===== config.mk =====
export PLATFORM = sky130hd
export DESIGN_NAME = hdlc_frame_receiver_unit_flat
export DESIGN_NICKNAME = d
export VERILOG_FILES = /design/src/hw/rtl/hfr_pkg.sv /design/src/hw/rtl/hfr_if.sv /design/src/hw/rtl/hfr_front.sv /design/src/hw/rtl/hfr_queue.sv /design/src/hw/rtl/hfr_back.sv /design/src/hw/rtl/hdlc_frame_receiver_unit.sv /design/src/flat_wrapper.sv
export SDC_FILE = /design/constraint.sdc
export NUM_CORES = 1
export LEC_CHECK = 0
export BUFFER_PORTS_ARGS = -buffer_cell sky130_fd_sc_hd__buf_2
export CAP_MARGIN = 20
export CORE_ASPECT_RATIO = 0.9
export CORE_MARGIN = 2
export CORE_UTILIZATION = 38
export CTS_BUF_LIST = sky130_fd_sc_hd__clkbuf_8
export CTS_CLUSTER_SIZE = 28
export DETAILED_ROUTE_END_ITERATION = 12
export GPL_TIMING_DRIVEN = 0
export HOLD_SLACK_MARGIN = 0.03
export PLACE_DENSITY = 0.67
export SLEW_MARGIN = 20
export SYNTH_ARGS = -nofsm -noshare
export SYNTH_HDL_FRONTEND = slang
export SYNTH_SLANG_ARGS = --single-unit
export TNS_END_PERCENT = 1

===== constraint.sdc =====
create_clock -name i_clk -period 3.3 [get_ports i_clk]
set_input_delay 0.495 -clock i_clk [delete_from_list [all_inputs] [get_ports i_clk]]
set_output_delay 0.495 -clock i_clk [all_outputs]
set_load 0.02 [all_outputs]

===== src/hw/rtl/hfr_pkg.sv =====
// Shared constants, types and the FCS-16 byte update for the HDLC frame receiver.
package hfr_pkg;

    localparam logic [7:0]  FLAG_BYTE = 8'h7E;
    localparam logic [7:0]  ESC_BYTE  = 8'h7D;
    localparam logic [7:0]  ESC_XOR   = 8'h20;
    localparam logic [15:0] FCS_INIT  = 16'hFFFF;
    localparam logic [15:0] FCS_GOOD  = 16'hF0B8;
    localparam logic [15:0] FCS_POLY  = 16'h8408;

    localparam int          LEN_W     = 13;
    localparam int          PLEN_W    = 12;
    localparam logic [12:0] LEN_MIN   = 13'd2;
    localparam logic [12:0] LEN_MAX   = 13'd4096;

    localparam logic        KIND_DATA = 1'b0;
    localparam logic        KIND_END  = 1'b1;

    localparam logic [1:0]  ST_GOOD     = 2'd0;
    localparam logic [1:0]  ST_BAD_FCS  = 2'd1;
    localparam logic [1:0]  ST_SHORT    = 2'd2;
    localparam logic [1:0]  ST_OVERFLOW = 2'd3;

    localparam int QUEUE_DEPTH = 2;
    localparam int QUEUE_AW    = $clog2(QUEUE_DEPTH);
    localparam int QUEUE_CW    = $clog2(QUEUE_DEPTH + 1);

    typedef struct packed {
        logic              out_kind;
        logic [7:0]        data_byte;
        logic [1:0]        frame_status;
        logic [PLEN_W-1:0] payload_len;
        logic              last;
    } t_result;

    typedef struct packed {
        logic empty;
        logic full;
    } t_queue_flags;

    // reflected CRC-16/X.25, one byte, bit at a time
    function automatic logic [15:0] fcs_step(input logic [15:0] fcs, input logic [7:0] b);
        logic [15:0] c;
        c = fcs ^ {8'h00, b};
        for (int i = 0; i < 8; i++) begin
            c = c[0] ? ((c >> 1) ^ FCS_POLY) : (c >> 1);
        end
        return c;
    endfunction

endpackage


===== src/hw/rtl/hfr_if.sv =====
// Valid/ready channel interfaces for received bytes and receiver results.
interface hfr_in_if;
    import hfr_pkg::*;
    logic       valid;
    logic       ready;
    logic [7:0] rx_byte;
    modport source(output valid, output rx_byte, input ready);
    modport sink(input valid, input rx_byte, output ready);
endinterface

interface hfr_out_if;
    import hfr_pkg::*;
    logic              valid;
    logic              ready;
    logic              out_kind;
    logic [7:0]        data_byte;
    logic [1:0]        frame_status;
    logic [PLEN_W-1:0] payload_len;
    logic              last;
    modport source(output valid, output out_kind, output data_byte, output frame_status,
                   output payload_len, output last, input ready);
    modport sink(input valid, input out_kind, input data_byte, input frame_status,
                 input payload_len, input last, output ready);
endinterface


===== src/hw/rtl/hfr_front.sv =====
// Front end: frame state machine, unescape, FCS check, two-byte hold and result build.
module hfr_front (
    input  logic                  i_clk,
    input  logic                  i_rst_n,
    input  logic                  i_cfg_wr_en,
    input  logic [12:0]           i_cfg_wr_data,
    hfr_in_if.sink                i_in,
    input  hfr_pkg::t_queue_flags i_qflags,
    output logic                  o_push,
    output hfr_pkg::t_result      o_result
);
    import hfr_pkg::*;

    localparam logic [1:0] MODE_HUNT = 2'd0;
    localparam logic [1:0] MODE_SYNC = 2'd1;
    localparam logic [1:0] MODE_DATA = 2'd2;
    localparam logic [1:0] MODE_ESC  = 2'd3;

    logic [1:0]       r_mode, n_mode;
    logic [15:0]      r_fcs, n_fcs;
    logic [LEN_W-1:0] r_count, n_count;
    logic [LEN_W-1:0] r_limit;
    logic [7:0]       r_hold0, n_hold0;
    logic [7:0]       r_hold1, n_hold1;

    logic              accept;
    logic              do_store;
    logic [7:0]        store_byte;
    logic [PLEN_W-1:0] emitted;
    logic [15:0]       fcs_next;

    assign i_in.ready = !i_qflags.full;
    assign accept     = i_in.valid && i_in.ready;
    assign emitted    = (r_count >= LEN_MIN) ? PLEN_W'(r_count - LEN_MIN) : '0;
    assign store_byte = (r_mode == MODE_ESC) ? (i_in.rx_byte ^ ESC_XOR) : i_in.rx_byte;
    assign fcs_next   = fcs_step(r_fcs, store_byte);

    always_comb begin
        n_mode   = r_mode;
        n_fcs    = r_fcs;
        n_count  = r_count;
        n_hold0  = r_hold0;
        n_hold1  = r_hold1;
        do_store = 1'b0;
        o_push   = 1'b0;
        o_result = '0;
        if (accept) begin
            unique case (r_mode)
                MODE_HUNT: begin
                    if (i_in.rx_byte == FLAG_BYTE) begin
                        n_mode  = MODE_SYNC;
                        n_fcs   = FCS_INIT;
                        n_count = '0;
                    end
                end
                MODE_SYNC: begin
                    if (i_in.rx_byte == ESC_BYTE) begin
                        n_mode = MODE_ESC;
                    end else if (i_in.rx_byte != FLAG_BYTE) begin
                        do_store = 1'b1;
                    end
                end
                MODE_DATA: begin
                    if (i_in.rx_byte == ESC_BYTE) begin
                        n_mode = MODE_ESC;
                    end else if (i_in.rx_byte == FLAG_BYTE) begin
                        // close the frame and open the next one on the same flag
                        o_push               = 1'b1;
                        o_result.out_kind    = KIND_END;
                        o_result.last        = 1'b1;
                        o_result.payload_len = emitted;
                        if (r_count < LEN_MIN) begin
                            o_result.frame_status = ST_SHORT;
                        end else if (r_fcs != FCS_GOOD) begin
                            o_result.frame_status = ST_BAD_FCS;
                        end else begin
                            o_result.frame_status = ST_GOOD;
                        end
                        n_mode  = MODE_SYNC;
                        n_fcs   = FCS_INIT;
                        n_count = '0;
                    end else begin
                        do_store = 1'b1;
                    end
                end
                MODE_ESC: begin
                    do_store = 1'b1;
                end
                default: begin
                    n_mode = MODE_HUNT;
                end
            endcase

            if (do_store) begin
                if (r_count >= r_limit) begin
                    // drop the byte, report overflow and hunt again
                    o_push                = 1'b1;
                    o_result.out_kind     = KIND_END;
                    o_result.last         = 1'b1;
                    o_result.frame_status = ST_OVERFLOW;
                    o_result.payload_len  = emitted;
                    n_mode                = MODE_HUNT;
                    n_fcs                 = FCS_INIT;
                    n_count               = '0;
                end else begin
                    if (r_count >= LEN_MIN) begin
                        o_push             = 1'b1;
                        o_result.out_kind  = KIND_DATA;
                        o_result.data_byte = r_hold0;
                    end
                    n_hold0 = r_hold1;
                    n_hold1 = store_byte;
                    n_count = r_count + LEN_W'(1);
                    n_fcs   = fcs_next;
                    n_mode  = MODE_DATA;
                end
            end
        end
    end

    always_ff @(posedge i_clk) begin
        if (!i_rst_n) begin
            r_mode  <= MODE_HUNT;
            r_fcs   <= FCS_INIT;
            r_count <= '0;
            r_limit <= LEN_MAX;
        end else begin
            r_mode  <= n_mode;
            r_fcs   <= n_fcs;
            r_count <= n_count;
            if (i_cfg_wr_en) begin
                // clamp the length limit once, on write
                if (i_cfg_wr_data < LEN_MIN) begin
                    r_limit <= LEN_MIN;
                end else if (i_cfg_wr_data > LEN_MAX) begin
                    r_limit <= LEN_MAX;
                end else begin
                    r_limit <= i_cfg_wr_data;
                end
            end
        end
    end

    always_ff @(posedge i_clk) begin
        r_hold0 <= n_hold0;
        r_hold1 <= n_hold1;
    end

    a_hunt_clear: assert property (@(posedge i_clk) disable iff (!i_rst_n)
        (r_mode == MODE_HUNT) |-> (r_count == '0 && r_fcs == FCS_INIT))
        else $error("hunting with stale frame state");

    a_limit_range: assert property (@(posedge i_clk) disable iff (!i_rst_n)
        (r_limit >= LEN_MIN) && (r_limit <= LEN_MAX))
        else $error("length limit outside clamp range");

endmodule


===== src/hw/rtl/hfr_queue.sv =====
// Short result queue between the front end and the output stage.
module hfr_queue (
    input  logic                  i_clk,
    input  logic                  i_rst_n,
    input  logic                  i_push,
    input  hfr_pkg::t_result      i_data,
    input  logic                  i_pop,
    output hfr_pkg::t_result      o_data,
    output hfr_pkg::t_queue_flags o_flags
);
    import hfr_pkg::*;

    t_result               r_mem [QUEUE_DEPTH];
    logic [QUEUE_AW-1:0]   r_wr_ptr;
    logic [QUEUE_AW-1:0]   r_rd_ptr;
    logic [QUEUE_CW-1:0]   r_count, n_count;

    assign o_data        = r_mem[r_rd_ptr];
    assign o_flags.empty = (r_count == '0);
    assign o_flags.full  = (r_count == QUEUE_CW'(QUEUE_DEPTH));

    always_comb begin
        case ({i_push, i_pop})
            2'b10:   n_count = r_count + QUEUE_CW'(1);
            2'b01:   n_count = r_count - QUEUE_CW'(1);
            default: n_count = r_count;
        endcase
    end

    always_ff @(posedge i_clk) begin
        if (!i_rst_n) begin
            r_wr_ptr <= '0;
            r_rd_ptr <= '0;
            r_count  <= '0;
        end else begin
            if (i_push) begin
                r_wr_ptr <= r_wr_ptr + QUEUE_AW'(1);
            end
            if (i_pop) begin
                r_rd_ptr <= r_rd_ptr + QUEUE_AW'(1);
            end
            r_count <= n_count;
        end
    end

    always_ff @(posedge i_clk) begin
        if (i_push) begin
            r_mem[r_wr_ptr] <= i_data;
        end
    end

    a_no_overrun: assert property (@(posedge i_clk) disable iff (!i_rst_n)
        i_push |-> !o_flags.full)
        else $error("push into full queue");

    a_no_underrun: assert property (@(posedge i_clk) disable iff (!i_rst_n)
        i_pop |-> !o_flags.empty)
        else $error("pop from empty queue");

    a_count_bound: assert property (@(posedge i_clk) disable iff (!i_rst_n)
        r_count <= QUEUE_CW'(QUEUE_DEPTH))
        else $error("queue count past depth");

endmodule


===== src/hw/rtl/hfr_back.sv =====
// Output stage: pulls results from the queue into a registered valid/ready source.
module hfr_back (
    input  logic                  i_clk,
    input  logic                  i_rst_n,
    input  hfr_pkg::t_result      i_data,
    input  hfr_pkg::t_queue_flags i_qflags,
    output logic                  o_pop,
    hfr_out_if.source             o_out
);
    import hfr_pkg::*;

    logic    r_valid;
    t_result r_data;
    logic    load;

    // refill when empty or the held result is being taken
    assign load  = !r_valid || o_out.ready;
    assign o_pop = load && !i_qflags.empty;

    always_ff @(posedge i_clk) begin
        if (!i_rst_n) begin
            r_valid <= 1'b0;
        end else if (load) begin
            r_valid <= !i_qflags.empty;
        end
    end

    always_ff @(posedge i_clk) begin
        if (o_pop) begin
            r_data <= i_data;
        end
    end

    assign o_out.valid        = r_valid;
    assign o_out.out_kind     = r_data.out_kind;
    assign o_out.data_byte    = r_data.data_byte;
    assign o_out.frame_status = r_data.frame_status;
    assign o_out.payload_len  = r_data.payload_len;
    assign o_out.last         = r_data.last;

    a_pop_fills: assert property (@(posedge i_clk) disable iff (!i_rst_n)
        o_pop |=> r_valid)
        else $error("popped result not presented");

endmodule


===== src/hw/rtl/hdlc_frame_receiver_unit.sv =====
// Top level of the HDLC frame receiver: front end, result queue and output stage.
//
// Channels: i_in_ch takes one raw line byte per transfer (valid/ready). o_out_ch
// gives at most one result per byte: a payload byte (out_kind 0) or an end of
// frame report (out_kind 1, last 1) with frame_status and payload_len.
// i_cfg_wr_en / i_cfg_wr_data write max_len; values below 2 or above 4096 are
// clamped on write. Write it only while the receiver is idle.
// Throughput: one byte per cycle while the queue is not full. Unescape, FCS
// update and frame state all resolve in the front end within the accepting
// cycle. A result is written into the queue at the edge that takes its byte,
// then loaded into the output register.
// Reset (i_rst_n low, synchronous): hunting for a flag, FCS 0xFFFF, count 0,
// max_len 4096, queue and output register empty.
// Stall: if the sink holds ready low the output register keeps its result and
// the two-entry queue absorbs further results; i_in_ch.ready drops only while
// the queue is full.
module hdlc_frame_receiver_unit (
    input  logic        i_clk,
    input  logic        i_rst_n,
    input  logic        i_cfg_wr_en,
    input  logic [12:0] i_cfg_wr_data,
    hfr_in_if.sink      i_in_ch,
    hfr_out_if.source   o_out_ch
);
    import hfr_pkg::*;

    logic         push;
    logic         pop;
    t_result      front_result;
    t_result      head_result;
    t_queue_flags qflags;

    hfr_front u_front (
        .i_clk         (i_clk),
        .i_rst_n       (i_rst_n),
        .i_cfg_wr_en   (i_cfg_wr_en),
        .i_cfg_wr_data (i_cfg_wr_data),
        .i_in          (i_in_ch),
        .i_qflags      (qflags),
        .o_push        (push),
        .o_result      (front_result)
    );

    hfr_queue u_queue (
        .i_clk   (i_clk),
        .i_rst_n (i_rst_n),
        .i_push  (push),
        .i_data  (front_result),
        .i_pop   (pop),
        .o_data  (head_result),
        .o_flags (qflags)
    );

    hfr_back u_back (
        .i_clk    (i_clk),
        .i_rst_n  (i_rst_n),
        .i_data   (head_result),
        .i_qflags (qflags),
        .o_pop    (pop),
        .o_out    (o_out_ch)
    );

endmodule

===== src/flat_wrapper.sv =====
// flat-port wrapper written by rule: the top's interface ports become plain ports
module hdlc_frame_receiver_unit_flat import hfr_pkg::*;
  (i_clk, i_rst_n, i_cfg_wr_en, i_cfg_wr_data, i_in_ch_valid, i_in_ch_rx_byte, i_in_ch_ready, o_out_ch_valid, o_out_ch_out_kind, o_out_ch_data_byte, o_out_ch_frame_status, o_out_ch_payload_len, o_out_ch_last, o_out_ch_ready);
  hfr_in_if i_in_ch_i ();
  hfr_out_if o_out_ch_i ();
  input  logic i_clk;
  input  logic i_rst_n;
  input  logic i_cfg_wr_en;
  input  logic [12:0] i_cfg_wr_data;
  input wire logic [$bits(i_in_ch_i.valid)-1:0] i_in_ch_valid;
  input wire logic [$bits(i_in_ch_i.rx_byte)-1:0] i_in_ch_rx_byte;
  output wire logic [$bits(i_in_ch_i.ready)-1:0] i_in_ch_ready;
  output wire logic [$bits(o_out_ch_i.valid)-1:0] o_out_ch_valid;
  output wire logic [$bits(o_out_ch_i.out_kind)-1:0] o_out_ch_out_kind;
  output wire logic [$bits(o_out_ch_i.data_byte)-1:0] o_out_ch_data_byte;
  output wire logic [$bits(o_out_ch_i.frame_status)-1:0] o_out_ch_frame_status;
  output wire logic [$bits(o_out_ch_i.payload_len)-1:0] o_out_ch_payload_len;
  output wire logic [$bits(o_out_ch_i.last)-1:0] o_out_ch_last;
  input wire logic [$bits(o_out_ch_i.ready)-1:0] o_out_ch_ready;
  assign i_in_ch_i.valid = i_in_ch_valid;
  assign i_in_ch_i.rx_byte = i_in_ch_rx_byte;
  assign i_in_ch_ready = i_in_ch_i.ready;
  assign o_out_ch_valid = o_out_ch_i.valid;
  assign o_out_ch_out_kind = o_out_ch_i.out_kind;
  assign o_out_ch_data_byte = o_out_ch_i.data_byte;
  assign o_out_ch_frame_status = o_out_ch_i.frame_status;
  assign o_out_ch_payload_len = o_out_ch_i.payload_len;
  assign o_out_ch_last = o_out_ch_i.last;
  assign o_out_ch_i.ready = o_out_ch_ready;
  hdlc_frame_receiver_unit u_core (.i_clk(i_clk), .i_rst_n(i_rst_n), .i_cfg_wr_en(i_cfg_wr_en), .i_cfg_wr_data(i_cfg_wr_data), .i_in_ch(i_in_ch_i), .o_out_ch(o_out_ch_i));
endmodule

* Yosys cells after proc, flatten, opt, wreduce, memory -nomap -nowiden *
Memories as Yosys holds them, arrays and structs flattened. A register that Yosys moved wholly into a read port is not among the register bits.
Cells that the tools add are included.
W data, S select, Z words.

operators by class
  muxes and demuxes = 55
  add/sub/neg operators = 6
  div/mod/pow operators = 0
  order comparisons = 5
  eq/ne operators = 12
  bitwise gates (word level) = 11
  shifts and indexed selects = 0
  reduce and logical (&&, ||, !) cells = 14
  $mul = 0

operators by type and width
  operator                 number
  $mux W16                 12
  $mux W13                 6
  $mux W15                 4
  $mux W24                 2
  $pmux W16 S2             1
  $lt A13 B2 Y1 const B    2
  $pmux W13 S2             1
  $not A2 Y3               8
  $eq A8 B7 Y1 const B     2
  $mux W1                  16
  $ne A16 B16 Y1 const B   1
  $xor A16 B8 Y16          1
  $add A13 B1 Y13 const B  1
  $ge A13 B13 Y1           1
  $ge A13 B2 Y1 const B    1
  $gt A13 B13 Y1 const B   1
  $mux W12                 1
  $mux W2                  6
  $sub A12 B2 Y12 const B  1
  $mux W9                  1
  $reduce_and A3 Y1        3
  $eq A2 B2 Y1 const B     4
  $mux W8                  1
  $ne A8 B7 Y1 const B     1
  other kinds (17)         25

word-level totals
  input bits = 26
  memories kept = 1
  word-level logic and storage cells = 114
  latch bits = 0
  ROM bits = 0
  bits in registers = 65
  memory bits (writable) = 48

memories
  name                  words  bits a word  read ports  clocked after memory_dff  write ports  RTL line         RTL
  u_core.u_queue.r_mem  2      24           1           1                         1            hfr_queue.sv:13  t_result r_mem [QUEUE_DEPTH];

* Depth between registers and ports, before layout *
Gate-level depths: netlist of the first run.

  word-level depth = 21
  depth in mapped cells = 11
  mapped depth without buffers = 11

* Cells and area by module *
From an unflattened synthesis of the first run, not the netlist that was laid out.

second synthesis, totals
  cells, all modules = 528
  area, all modules = 6239.7 sq um

by module, submodules not included
  module     area an instance (sq um)  cells each  instances  seq. area each (sq um)
  hfr_front  3532.1                    403         1          1361.3
  hfr_queue  1943.1                    97          1          1541.5
  hfr_back   764.5                     28          1          740.7

* Worst setup path after synthesis of the first run *
OpenSTA, ideal clock, no wires.

  kind = register -> register
  from = register u_core.u_front.r_count[3]
  to = memory u_core.u_queue.r_mem[1][0] (netlist name), enable pin
  buffers on the path = 1
  cell stages (with the launch flop) = 8
  period minus slack after synthesis = 3.083 ns
  required time = 2.895 ns
  setup slack = 0.217 ns
  arrival = 2.678 ns
  cells stage by stage = dfxtp_1 buf_6 or4_4 nor4_4 nor4_1 a31oi_1 o21ai_0 nor2_1

between the ends
  cells in the longest elaborated chain, start to end = 7
  elaborated cells on any way between the ends = 8
  classes of those cells = 2 x order compare; 6 x mux

RTL lines
  what                               RTL line          RTL
  start, declared                    hfr_front.sv:21   logic [LEN_W-1:0] r_count, n_count;
  start signal, assigned             hfr_front.sv:130  r_count <= n_count;
  $ge A13 B2 Y1                      hfr_front.sv:106  if (r_count >= LEN_MIN) begin
  $mux W1                            hfr_front.sv:106
  $mux W1 (*)                        hfr_front.sv:95   if (r_count >= r_limit) begin
  $mux W1 (*)                        hfr_front.sv:94   if (do_store) begin
  $mux W1 (*)                        hfr_front.sv:47   if (accept) begin
  $mux W1 (*)                        hfr_queue.sv:47   if (i_push) begin
  $mux W1 (implied by the code) (*)  hfr_queue.sv:48   r_mem[r_wr_ptr] <= i_data;
  end, declared                      hfr_queue.sv:13

Every way passes the cells marked *; elsewhere a longest branch is shown, timed or not.

* Worst setup path after layout of the first run *
  from = register u_core.u_front.r_count[2]
  to = register u_core.u_queue.r_count[1]

between the ends
  cells in the longest elaborated chain, start to end = 7
  elaborated cells on any way between the ends = 10
  classes of those cells = 2 x order compare; 2 x eq/ne; 5 x mux; 1 x reduce/logical

RTL lines
  what                                                      RTL line          RTL
  $ge A13 B2 Y1                                             hfr_front.sv:106
  $mux W1                                                   hfr_front.sv:106
  $mux W1 (*)                                               hfr_front.sv:95
  $mux W1 (*)                                               hfr_front.sv:94
  $mux W1 (*)                                               hfr_front.sv:47
  $eq A2 B1 Y1 / $eq A2 B2 Y1 (equally long branches)       hfr_queue.sv:23   case ({i_push, i_pop})
  $pmux W2 S2 / $reduce_bool A2 Y1 (equally long branches)  --
  end signal, assigned                                      hfr_queue.sv:42   r_count <= n_count;
  end, declared                                             hfr_queue.sv:16   logic [QUEUE_CW-1:0] r_count, n_count;

Marks and branches as above.
A chain may end at the register's enable or synchronous reset.

==> out/qor.csv, run 1 <==
stage;metric;value;unit
floorplan;die_x;141;um
setup_path;crit_path_frequent_cell;ha_1;
place;hpwl;9.49;mm
clocking;clk_latency;0.45;ns
sta;relSlewSlack;35.7;%
route;topRoutingLayerUsed;met4;
sta;finalHoldViolCount;0;
logic_synthesis;synth_top_area_share;41.2;%
job;maxCapViolCount;0;
route;wl_met3;645;um
power_and_ir_drop;p_int;2.88;mW
place;place_congestion;0.912;
sta;rsz0062_at_grt;false;
logic_synthesis;synth_seq_cells;137;
global_routing;first_global_vias;4371;
logic_synthesis;yosysSeqAreaShare;56.5;%
sta;period_minus_slack;3.13;ns
clocking;cts_max_path_buffers;2;
logic_synthesis;ys_async_sr_fraction;0;%
logic_synthesis;netlist_top_cells_area;edfxtp_1 41%, dfxtp_1 15%, ha_1 4.3%;
setup_path;critPathArrivalTime;3.50;ns
clocking;cts_buffers;17;
sta;fmax;320;MHz
logic_synthesis;synth_area;0.00641;mm2
floorplan;initial_core_util;38.4;%
floorplan;io-pin-count;52;
global_routing;antenna_found_initial;0;
logic_synthesis;synth-main-ff-cell;edfxtp_1;
logic_synthesis;yosys_warnings;0;
setup_path;path_max_fanout;7;
floorplan;dieHeight;127;um
power_and_ir_drop;p_clk_share;38.2;%
finish;final_common_cell;edfxtp_1;
route;drc_errors;0;
power_and_ir_drop;comb_power_share;11.2;%
route;drtAntennaViolNets;0;
global_routing;grt_start_max_net_pins;27;
clocking;cts_tree;yes;
place;io_buffers;50;
route;wire_per_inst;15.8;um
setup_path;slowest_stage;dfxtp_1;
global_routing;gr-total-overflow;0;
finish;n_fill_cell;1500;
route;first_pass_iters;5;
finish;fin_util;44.0;%
route;vias_per_cell;5.39;
clocking;h-tree-depth;4;
setup_path;critPathMaxStageDelay;0.53;ns
power_and_ir_drop;peakVddDrop;204;uV
floorplan;rows;45;
power_and_ir_drop;p_per_area;515;mW/mm2
finish;antenna_cells;0;
logic_synthesis;syn_nets;595;
power_and_ir_drop;p_sw;0.920;mW
hold_path;hold_path.class;input port to flip-flop;
logic_synthesis;yosysUniqueCellTypes;73;
route;wl_met2;6.41;mm
sta;finalClockSkew;0.00972;ns
global_routing;grt_usage;15.3;%
sta;tightest_slew;0.963;ns
sta;setup_violations;0;
setup_path;critPathKind;flip-flop to flip-flop;
clocking;cts_hold_buf;0;
floorplan;dieArea;0.0179;mm2
floorplan;core_area;0.0167;mm2
run_status;status;completed;
logic_synthesis;syn_avg_cell_area;11.7;um2
setup_path;critPathLaunchType;flip-flop;
setup_path;required;3.68;ns
power_and_ir_drop;swShare;24.2;%
setup_path;end_kind;flip-flop;
finish;drive_gt1_share;22.3;%
finish;num-nets-final;664;
finish;area_growth;14.8;%
finish;layout_common_cells;88 x edfxtp_1, 55 x buf_2, 49 x dfxtp_1;
global_routing;grt_pass1_wl;21.7;mm
finish;fin_area;0.00736;mm2
sta;slew_viol_final;0;
logic_synthesis;syn_inst;547;
power_and_ir_drop;p_leak;2.66;nW
sta;post-route-period-util;94.8;%
clocking;root_buffer;clkbuf_8;
place;postPlaceCellArea;0.00695;mm2
logic_synthesis;synth_top_cell_by_area;edfxtp_1;
route;vias;4526;
logic_synthesis;synth_edf_count;88;
power_and_ir_drop;seqPwrFrac;50.6;%
setup_path;path_cells;ha_1 -> a211oi_2 -> o211ai_1 -> a221oi_4 -> a31oi_1 -> o21ai_1 -> ha_1 -> or3_1 -> a21oi_1;
route;drtIter0Drc;382;
clocking;cts_sinks;137;
clocking;path_clk_slew;0.08;ns
route;drt_wl_total;13.2;mm
power_and_ir_drop;total_power;3.80;mW
route;wl_met1;5.88;mm
-- metrics by stage --
step                std cells  hold slack, ns  setup slack, ns  setup TNS, ns
floorplan                 547           0.400            0.217              0
global placement          808           0.403           -0.606         -14.54
detailed placement        808           0.405           0.0274              0
CTS                       840           0.252            0.178              0
global route              840           0.246           0.0428              0
finish                    840           0.280            0.173              0
-- cell families (layout without fill, tap and decap cells) --
group | count (synthesis) | in the layout | synth area share (%)
AO/OA/AOI/OAI | 96 | 96 | 11.0
XOR/XNOR | 36 | 36 | 4.92
adder cells (fa/ha/maj) | 22 | 22 | 4.29
buffers and inverters | 56 | 138 | 3.90
flip-flops | 137 | 137 | 56.5
multiplexers | 24 | 24 | 4.21
AND/OR/NAND/NOR | 176 | 176 | 15.2
-- sequential cells by signal (all words and copies together) (netlist names), 8 cells and up --
register / count
u_core.u_queue.r_mem: 48
u_core.u_front.r_fcs: 16
u_core.u_front.r_count: 13
u_core.u_front.r_limit: 13
u_core.u_back.o_out.payload_len: 12
u_core.u_back.o_out.data_byte: 8
u_core.u_front.r_hold0: 8
u_core.u_front.r_hold1: 8
-- worst paths after layout --
kind | startpoint | end | slack, ns | cells after the start
hold / removal | i_in_ch_rx_byte[2] | u_core.u_front.r_hold1[2] | 0.28 | 1
hold reg to reg | u_core.u_front.r_hold1[1] | u_core.u_front.r_hold0[1] | 0.42 | 0
setup / recovery | u_core.u_front.r_count[2] | u_core.u_queue.r_count[1] | 0.17 | 9
setup reg to reg | u_core.u_front.r_count[2] | u_core.u_queue.r_count[1] | 0.17 | 9
-- worst max-delay path: cells and delay by family (launching register included) --
kind | cells | cell delay, ns
flops | 1 | 0.53
compound gates | 6 | 1.51
simple gates | 1 | 0.35
fa+ha+maj | 2 | 0.66
-- synth_stat cells, drive strengths merged, types with 2 or more instances --
library cell / instances
a21oi: 23
xor2: 11
o211ai: 2
a22oi: 7
o21a: 2
o32ai: 2
o2111ai: 2
inv: 25
and4: 2
nor2b: 2
dfxtp: 49
nor4b: 2
a32oi: 5
nor3b: 2
nor3: 24
nand2: 31
nand3: 15
a31oi: 14
a221oi: 2
nand2b: 7
mux2: 24
a211oi: 2
buf: 15
xnor2: 25
or3: 5
and4b: 2
o221ai: 4
o21ai: 10
nor4: 9
and3: 16
o41ai: 5
edfxtp: 88
clkbuf: 16
ha: 22
or4: 4
and2: 2
nand4: 5
nor2: 45
o31ai: 3
-- power groups by stage --
stage	clock [mW]	sequential, mW	combinational [mW]
finish	1.45	1.92	0.425
global route	1.55	1.93	0.464
CTS	1.48	1.92	0.428
detailed placement	0	1.96	0.425
global placement	0	1.96	0.412
floorplan	0	2.02	0.240
-- area by class of cell --
cell class | count | area [um2] | share of cell area [%]
plain buffers | 31 | 156 | 2.12
multi-input cells | 354 | 2560 | 34.7
clock buffers | 17 | 234 | 3.18
repair buffers | 50 | 250 | 3.40
flip-flops and latches | 137 | 3620 | 49.2
clock inverters | 15 | 184 | 2.50
inverters | 25 | 93.8 | 1.27
well taps | 211 | 264 | 3.59
-- routing by layer --
metal  GRT usage [%]  vias to the layer above
met4            7.41                        0
met1            19.0                     2184
met2            25.0                      128
met3            4.01                       27
li1                -                     2187
met5               0                        -
-- what timing repair did --
action	in CTS	in global routing
setup endpoints to repair	1	0
resized for setup	1	0
buffers inserted	0	0
Note: power is estimated with default switching activity, not from simulation.
==> inputs of run 2 (changes only) <==
Settings changed: PLACE_DENSITY 0.67 to 0.54.
==> out/qor.csv, run 2 (synthesized netlist as in run 1, its figures left out) <==
stage;metric;value;unit
clocking;cts_buffers;17;
sta;post-route-period-util;92.2;%
floorplan;dieHeight;127;um
global_routing;first_global_vias;4145;
global_routing;grt_pass1_wl;21.6;mm
clocking;cts_max_path_buffers;2;
setup_path;critPathKind;flip-flop to flip-flop;
sta;finalHoldViolCount;0;
place;postPlaceCellArea;0.00695;mm2
hold_path;hold_path.class;input port to flip-flop;
global_routing;antenna_found_initial;0;
floorplan;core_area;0.0167;mm2
sta;finalClockSkew;0.0151;ns
sta;period_minus_slack;3.04;ns
route;vias_per_cell;5.26;
setup_path;slowest_stage;a221oi_4;
finish;largest_registers;u_core.u_queue.r_mem (48), u_core.u_front.r_fcs (16);
power_and_ir_drop;p_per_area;508;mW/mm2
setup_path;regToRegStartpoint;u_core.u_front.r_count[0];
route;wl_met2;6.25;mm
setup_path;critPathLaunchType;flip-flop;
job;maxCapViolCount;0;
sta;slew_viol_final;0;
setup_path;required;3.68;ns
power_and_ir_drop;seqPwrFrac;51.5;%
sta;rsz0062_at_grt;false;
power_and_ir_drop;p_clk_share;36.9;%
setup_path;end_kind;flip-flop;
global_routing;grt_usage;15.6;%
floorplan;die_x;141;um
finish;largest_register_ffs;48;
clocking;clk_latency;0.45;ns
place;io_buffers;50;
clocking;h-tree-depth;4;
clocking;cts_sinks;137;
finish;antenna_cells;0;
setup_path;endpoint;u_core.u_queue.r_count[1];
global_routing;grt_start_max_net_pins;27;
finish;fin_area;0.00734;mm2
power_and_ir_drop;comb_power_share;11.5;%
sta;relSlewSlack;35.0;%
setup_path;rr_worst_depth;10;
power_and_ir_drop;swShare;24.9;%
place;place_congestion;0.861;
route;first_pass_iters;5;
sta;tightest_slew;0.973;ns
route;topRoutingLayerUsed;met4;
finish;drive_gt1_share;22.6;%
clocking;root_buffer;clkbuf_8;
clocking;path_clk_slew;0.08;ns
route;wl_met1;6.43;mm
power_and_ir_drop;p_sw;0.928;mW
floorplan;dieArea;0.0179;mm2
sta;fmax;329;MHz
route;drc_errors;0;
sta;setup_violations;0;
finish;layout_common_cells;88 x edfxtp_1, 55 x buf_2, 49 x dfxtp_1;
power_and_ir_drop;p_leak;2.64;nW
route;wl_met3;711;um
run_status;status;completed;
setup_path;reg2reg_slack;0.26;ns
floorplan;io-pin-count;52;
setup_path;path_cells;inv_1 -> ha_1 -> nor2b_1 -> o211ai_1 -> a221oi_4 -> a31oi_1 -> o21ai_2 -> ha_1 -> or3_1 -> a21oi_1;
route;drt_wl_total;13.6;mm
floorplan;initial_core_util;38.4;%
place;hpwl;9.53;mm
setup_path;crit_path_frequent_cell;ha_1;
route;vias;4416;
finish;largest_register;u_core.u_queue.r_mem;
power_and_ir_drop;peakVddDrop;207;uV
setup_path;r2r_end;u_core.u_queue.r_count[1];
route;drtAntennaViolNets;0;
setup_path;critPathMaxStageDelay;0.48;ns
setup_path;path_max_fanout;6;
sta;fin_hold_ws;0.279;ns
route;drtIter0Drc;283;
route;wire_per_inst;16.2;um
clocking;cts_hold_buf;0;
setup_path;cp-startpoint;u_core.u_front.r_count[0];
setup_path;critPathArrivalTime;3.42;ns
clocking;cts_tree;yes;
global_routing;gr-total-overflow;0;
finish;num-nets-final;664;
finish;final_common_cell;edfxtp_1;
floorplan;rows;45;
power_and_ir_drop;p_int;2.80;mW
finish;area_growth;14.5;%
[run 2: cell count changes in the layout (fill, tap and decap cells not counted)]
cell        delta
o21ai_1        -1
clkinv_1       -2
clkinv_2       +1
bufinv_16      -1
inv_6          +1
clkinvlp_4     +2
clkinv_4       -2
o21ai_2        +1
[run 2: worst max-delay path, delay by kind of cell, from the launching register on]
| family | cells | cell delay [ns] |
|---|---|---|
| buffers and inverters | 1 | 0.18 |
| adder cells (fa/ha/maj) | 2 | 0.66 |
| AND/OR/NAND/NOR | 2 | 0.48 |
| flip-flops | 1 | 0.43 |
| AO/OA/AOI/OAI | 5 | 1.21 |
[run 2: what timing repair did]
item / in CTS / in global routing
buffers inserted: 0 / 0
gates resized for setup: 1 / 1
pin swaps: 0 / 0
setup endpoints to repair: 1 / 1
[run 2: layout make-up]
type	count	area (um2)
multi-input combinational	354	2560
clock inverter	14	158
inverter	25	93.8
buffer	31	156
clock buffer	17	234
tap	211	264
fill	1583	9380
sequential	137	3620
timing repair buffer	50	250
[run 2: how the worst min path moves through the flow]
stage                                    startpoint                         to  slack, ns  cells after the start
after floorplan           u_core.u_front.r_hold1[0]  u_core.u_front.r_hold0[0]       0.40                      0
after global placement    u_core.u_front.r_hold1[3]  u_core.u_front.r_hold0[3]       0.41                      0
after detailed placement  u_core.u_front.r_hold1[3]  u_core.u_front.r_hold0[3]       0.41                      0
after CTS                        i_in_ch_rx_byte[2]  u_core.u_front.r_hold1[2]       0.24                      1
after global routing             i_in_ch_rx_byte[2]  u_core.u_front.r_hold1[2]       0.25                      1
final                            i_in_ch_rx_byte[4]  u_core.u_front.r_hold1[4]       0.28                      1
[run 2: metrics by stage]
step | total power [mW] | utilization (%) | worst slack, ns | setup TNS [ns] | std cells
final | 3.73 | 43.9 | 0.259 | 0 | 839
after global routing | 3.89 | 43.9 | 0.0648 | 0 | 839
after CTS | 3.77 | 43.9 | 0.136 | 0 | 839
after detailed placement | 2.39 | 41.5 | -0.0433 | -0.0433 | 808
after global placement | 2.38 | 41.4 | -0.704 | -16.91 | 808
after floorplan | 2.26 | - | 0.217 | 0 | 547
[run 2: per-layer routing]
layer / GRT usage [%] / up-vias
li1: - / 2180
met5: 0 / -
met4: 6.35 / 0
met3: 4.84 / 17
met2: 23.5 / 133
met1: 21.1 / 2086
[run 2: power by group through the flow]
stage	Combinational, mW	Clock [mW]	Sequential, mW
after floorplan	0.240	0	2.02
after detailed placement	0.433	0	1.96
after CTS	0.435	1.41	1.92
after global routing	0.471	1.49	1.93
after global placement	0.420	0	1.96
final	0.429	1.38	1.92
==> inputs of run 3 (changes only) <==
Settings changed: CTS_BUF_LIST sky130_fd_sc_hd__clkbuf_8 to sky130_fd_sc_hd__clkbuf_16.
==> out/qor.csv, run 3 (synthesized netlist as in run 1, its figures left out) <==
stage;metric;value;unit
run_status;status;completed;
floorplan;dieHeight;127;um
route;drt_wl_total;13.6;mm
setup_path;rr_worst_depth;10;
clocking;cts_buffers;17;
finish;fin_util;45.0;%
finish;drive_gt1_share;22.6;%
clocking;cts_tree;yes;
finish;largest_register;u_core.u_queue.r_mem;
setup_path;path_max_fanout;6;
clocking;cts_hold_buf;0;
finish;layout_common_cells;88 x edfxtp_1, 55 x buf_2, 49 x dfxtp_1;
sta;rsz0062_at_grt;false;
finish;num-nets-final;664;
hold_path;hold_path.class;input port to flip-flop;
sta;finalHoldViolCount;0;
floorplan;rows;45;
setup_path;required;3.65;ns
setup_path;critPathArrivalTime;3.38;ns
global_routing;grt_start_max_net_pins;27;
sta;setup_violations;0;
global_routing;top_usage_layer;met2;
power_and_ir_drop;p_per_area;562;mW/mm2
setup_path;reg2reg_slack;0.27;ns
clocking;path_clk_slew;0.06;ns
sta;tightest_slew;0.972;ns
setup_path;slowest_stage;a221oi_4;
setup_path;critPathLaunchType;flip-flop;
global_routing;grtUsageMet3;4.27;%
finish;multi_input_area;0.00256;mm2
route;drtAntennaViolNets;0;
setup_path;path_cells;inv_1 -> ha_1 -> nor2b_1 -> o211ai_1 -> a221oi_4 -> a31oi_1 -> o21ai_2 -> ha_1 -> or3_1 -> a21oi_1;
route;vias;4406;
finish;antenna_cells;0;
global_routing;met1_usage;21.2;%
sta;relSlewSlack;35.1;%
global_routing;grt_pass1_wl;21.7;mm
route;vias_per_cell;5.25;
route;drc_errors;0;
global_routing;antenna_found_initial;0;
place;io_buffers;50;
clocking;cts_sinks;137;
finish;area_growth;17.4;%
global_routing;grt_usage;15.7;%
floorplan;die_x;141;um
place;hpwl;9.53;mm
setup_path;end_kind;flip-flop;
place;place_congestion;0.861;
floorplan;initial_core_util;38.4;%
hold_path;holdPathEnd;u_core.u_front.r_hold1[4];
global_routing;first_global_vias;4162;
clocking;cts_max_path_buffers;2;
sta;post-route-period-util;91.9;%
setup_path;crit_path_frequent_cell;ha_1;
setup_path;critPathKind;flip-flop to flip-flop;
floorplan;core_area;0.0167;mm2
finish;seq_area;0.00362;mm2
route;drtIter0Drc;262;
global_routing;gr-total-overflow;0;
setup_path;critPathMaxStageDelay;0.48;ns
sta;finalClockSkew;0.0132;ns
hold_path;holdPathStages;1;
floorplan;io-pin-count;52;
sta;slew_viol_final;0;
setup_path;critPathTopFamily;compound AO/OA/AOI/OAI gates;
finish;final_common_cell;edfxtp_1;
finish;n_fill_cell;1573;
finish;largest_registers;u_core.u_queue.r_mem (48), u_core.u_front.r_fcs (16);
power_and_ir_drop;p_leak;2.73;nW
clocking;root_buffer;clkbuf_16;
hold_path;hp-start;i_in_ch_rx_byte[4];
setup_path;r2r_end;u_core.u_queue.r_count[1];
finish;largest_register_ffs;48;
global_routing;use_met2;23.7;%
setup_path;regToRegStartpoint;u_core.u_front.r_count[0];
route;wire_per_inst;16.2;um
floorplan;dieArea;0.0179;mm2
route;first_pass_iters;5;
clocking;clk_latency;0.43;ns
clocking;h-tree-depth;4;
power_and_ir_drop;peakVddDrop;310;uV
sta;fmax;330;MHz
setup_path;critPathBufInv;1;
sta;period_minus_slack;3.03;ns
job;maxCapViolCount;0;
power_and_ir_drop;total_power;4.23;mW
run 3: cell counts in the layout (fill, tap and decap cells not counted):
No cell type changed its count.
run 3: worst max-delay path by stage:
stage	startpoint	to	depth (start not counted)
2_1_floorplan	u_core.u_front.r_count[3]	u_core.u_queue.r_mem[1][0]	7
3_3_place_gp	i_in_ch_rx_byte[7]	u_core.u_queue.r_mem[1][5]	7
3_5_place_dp	u_core.u_front.r_count[0]	u_core.u_queue.r_count[1]	10
4_1_cts	u_core.u_front.r_count[0]	u_core.u_queue.r_count[1]	10
5_1_grt	u_core.u_front.r_count[0]	u_core.u_queue.r_mem[0][7]	8
6_report	u_core.u_front.r_count[0]	u_core.u_queue.r_count[1]	10
run 3: what timing repair did:
| item | 4_1_cts | 5_1_grt |
|---|---|---|
| buffers inserted | 0 | 0 |
| gates resized for setup | 1 | 1 |
| pin swaps | 0 | 0 |
| setup endpoints to repair | 1 | 1 |
run 3: metal layers:
metal	wire (um)	vias up
li1	-	2185
met1	6400	2079
met2	6160	120
met3	705	22
met4	292	0
met5	0	-
run 3: metrics by stage:
step	instances	setup WS (ns)	area [um2]	TNS, ns	hold WS [ns]
global route	839	0.0830	7530	0	0.295
floorplan	547	0.217	6410	0	0.400
detailed placement	808	-0.0433	6950	-0.0433	0.407
global placement	808	-0.704	6930	-16.91	0.405
finish	839	0.269	7530	0	0.306
CTS	839	0.141	7530	0	0.290
run 3: report_power, final:
part | leakage [nW] | internal [mW] | switching [mW]
sequential | 1.21 | 1.90 | 0.0190
combinational | 1.23 | 0.164 | 0.265
clock | 0.284 | 1.17 | 0.706
run 3: area by class of cell:
cell class,count,area share [%]
sequential,137,48.1
multi-input combinational,354,34.0
tap,211,3.50
timing repair buffer,50,3.32
inverter,25,1.25
clock buffer,17,5.65
clock inverter,14,2.09
buffer,31,2.08
run 3: worst reg2reg max path, cell delays in order (launching register included):
cell and delay, ns:
dfxtp_1 0.42, inv_1 0.18, ha_1 0.34, nor2b_1 0.12, o211ai_1 0.13, a221oi_4 0.48
a31oi_1 0.20, o21ai_2 0.27, ha_1 0.32, or3_1 0.36, a21oi_1 0.14
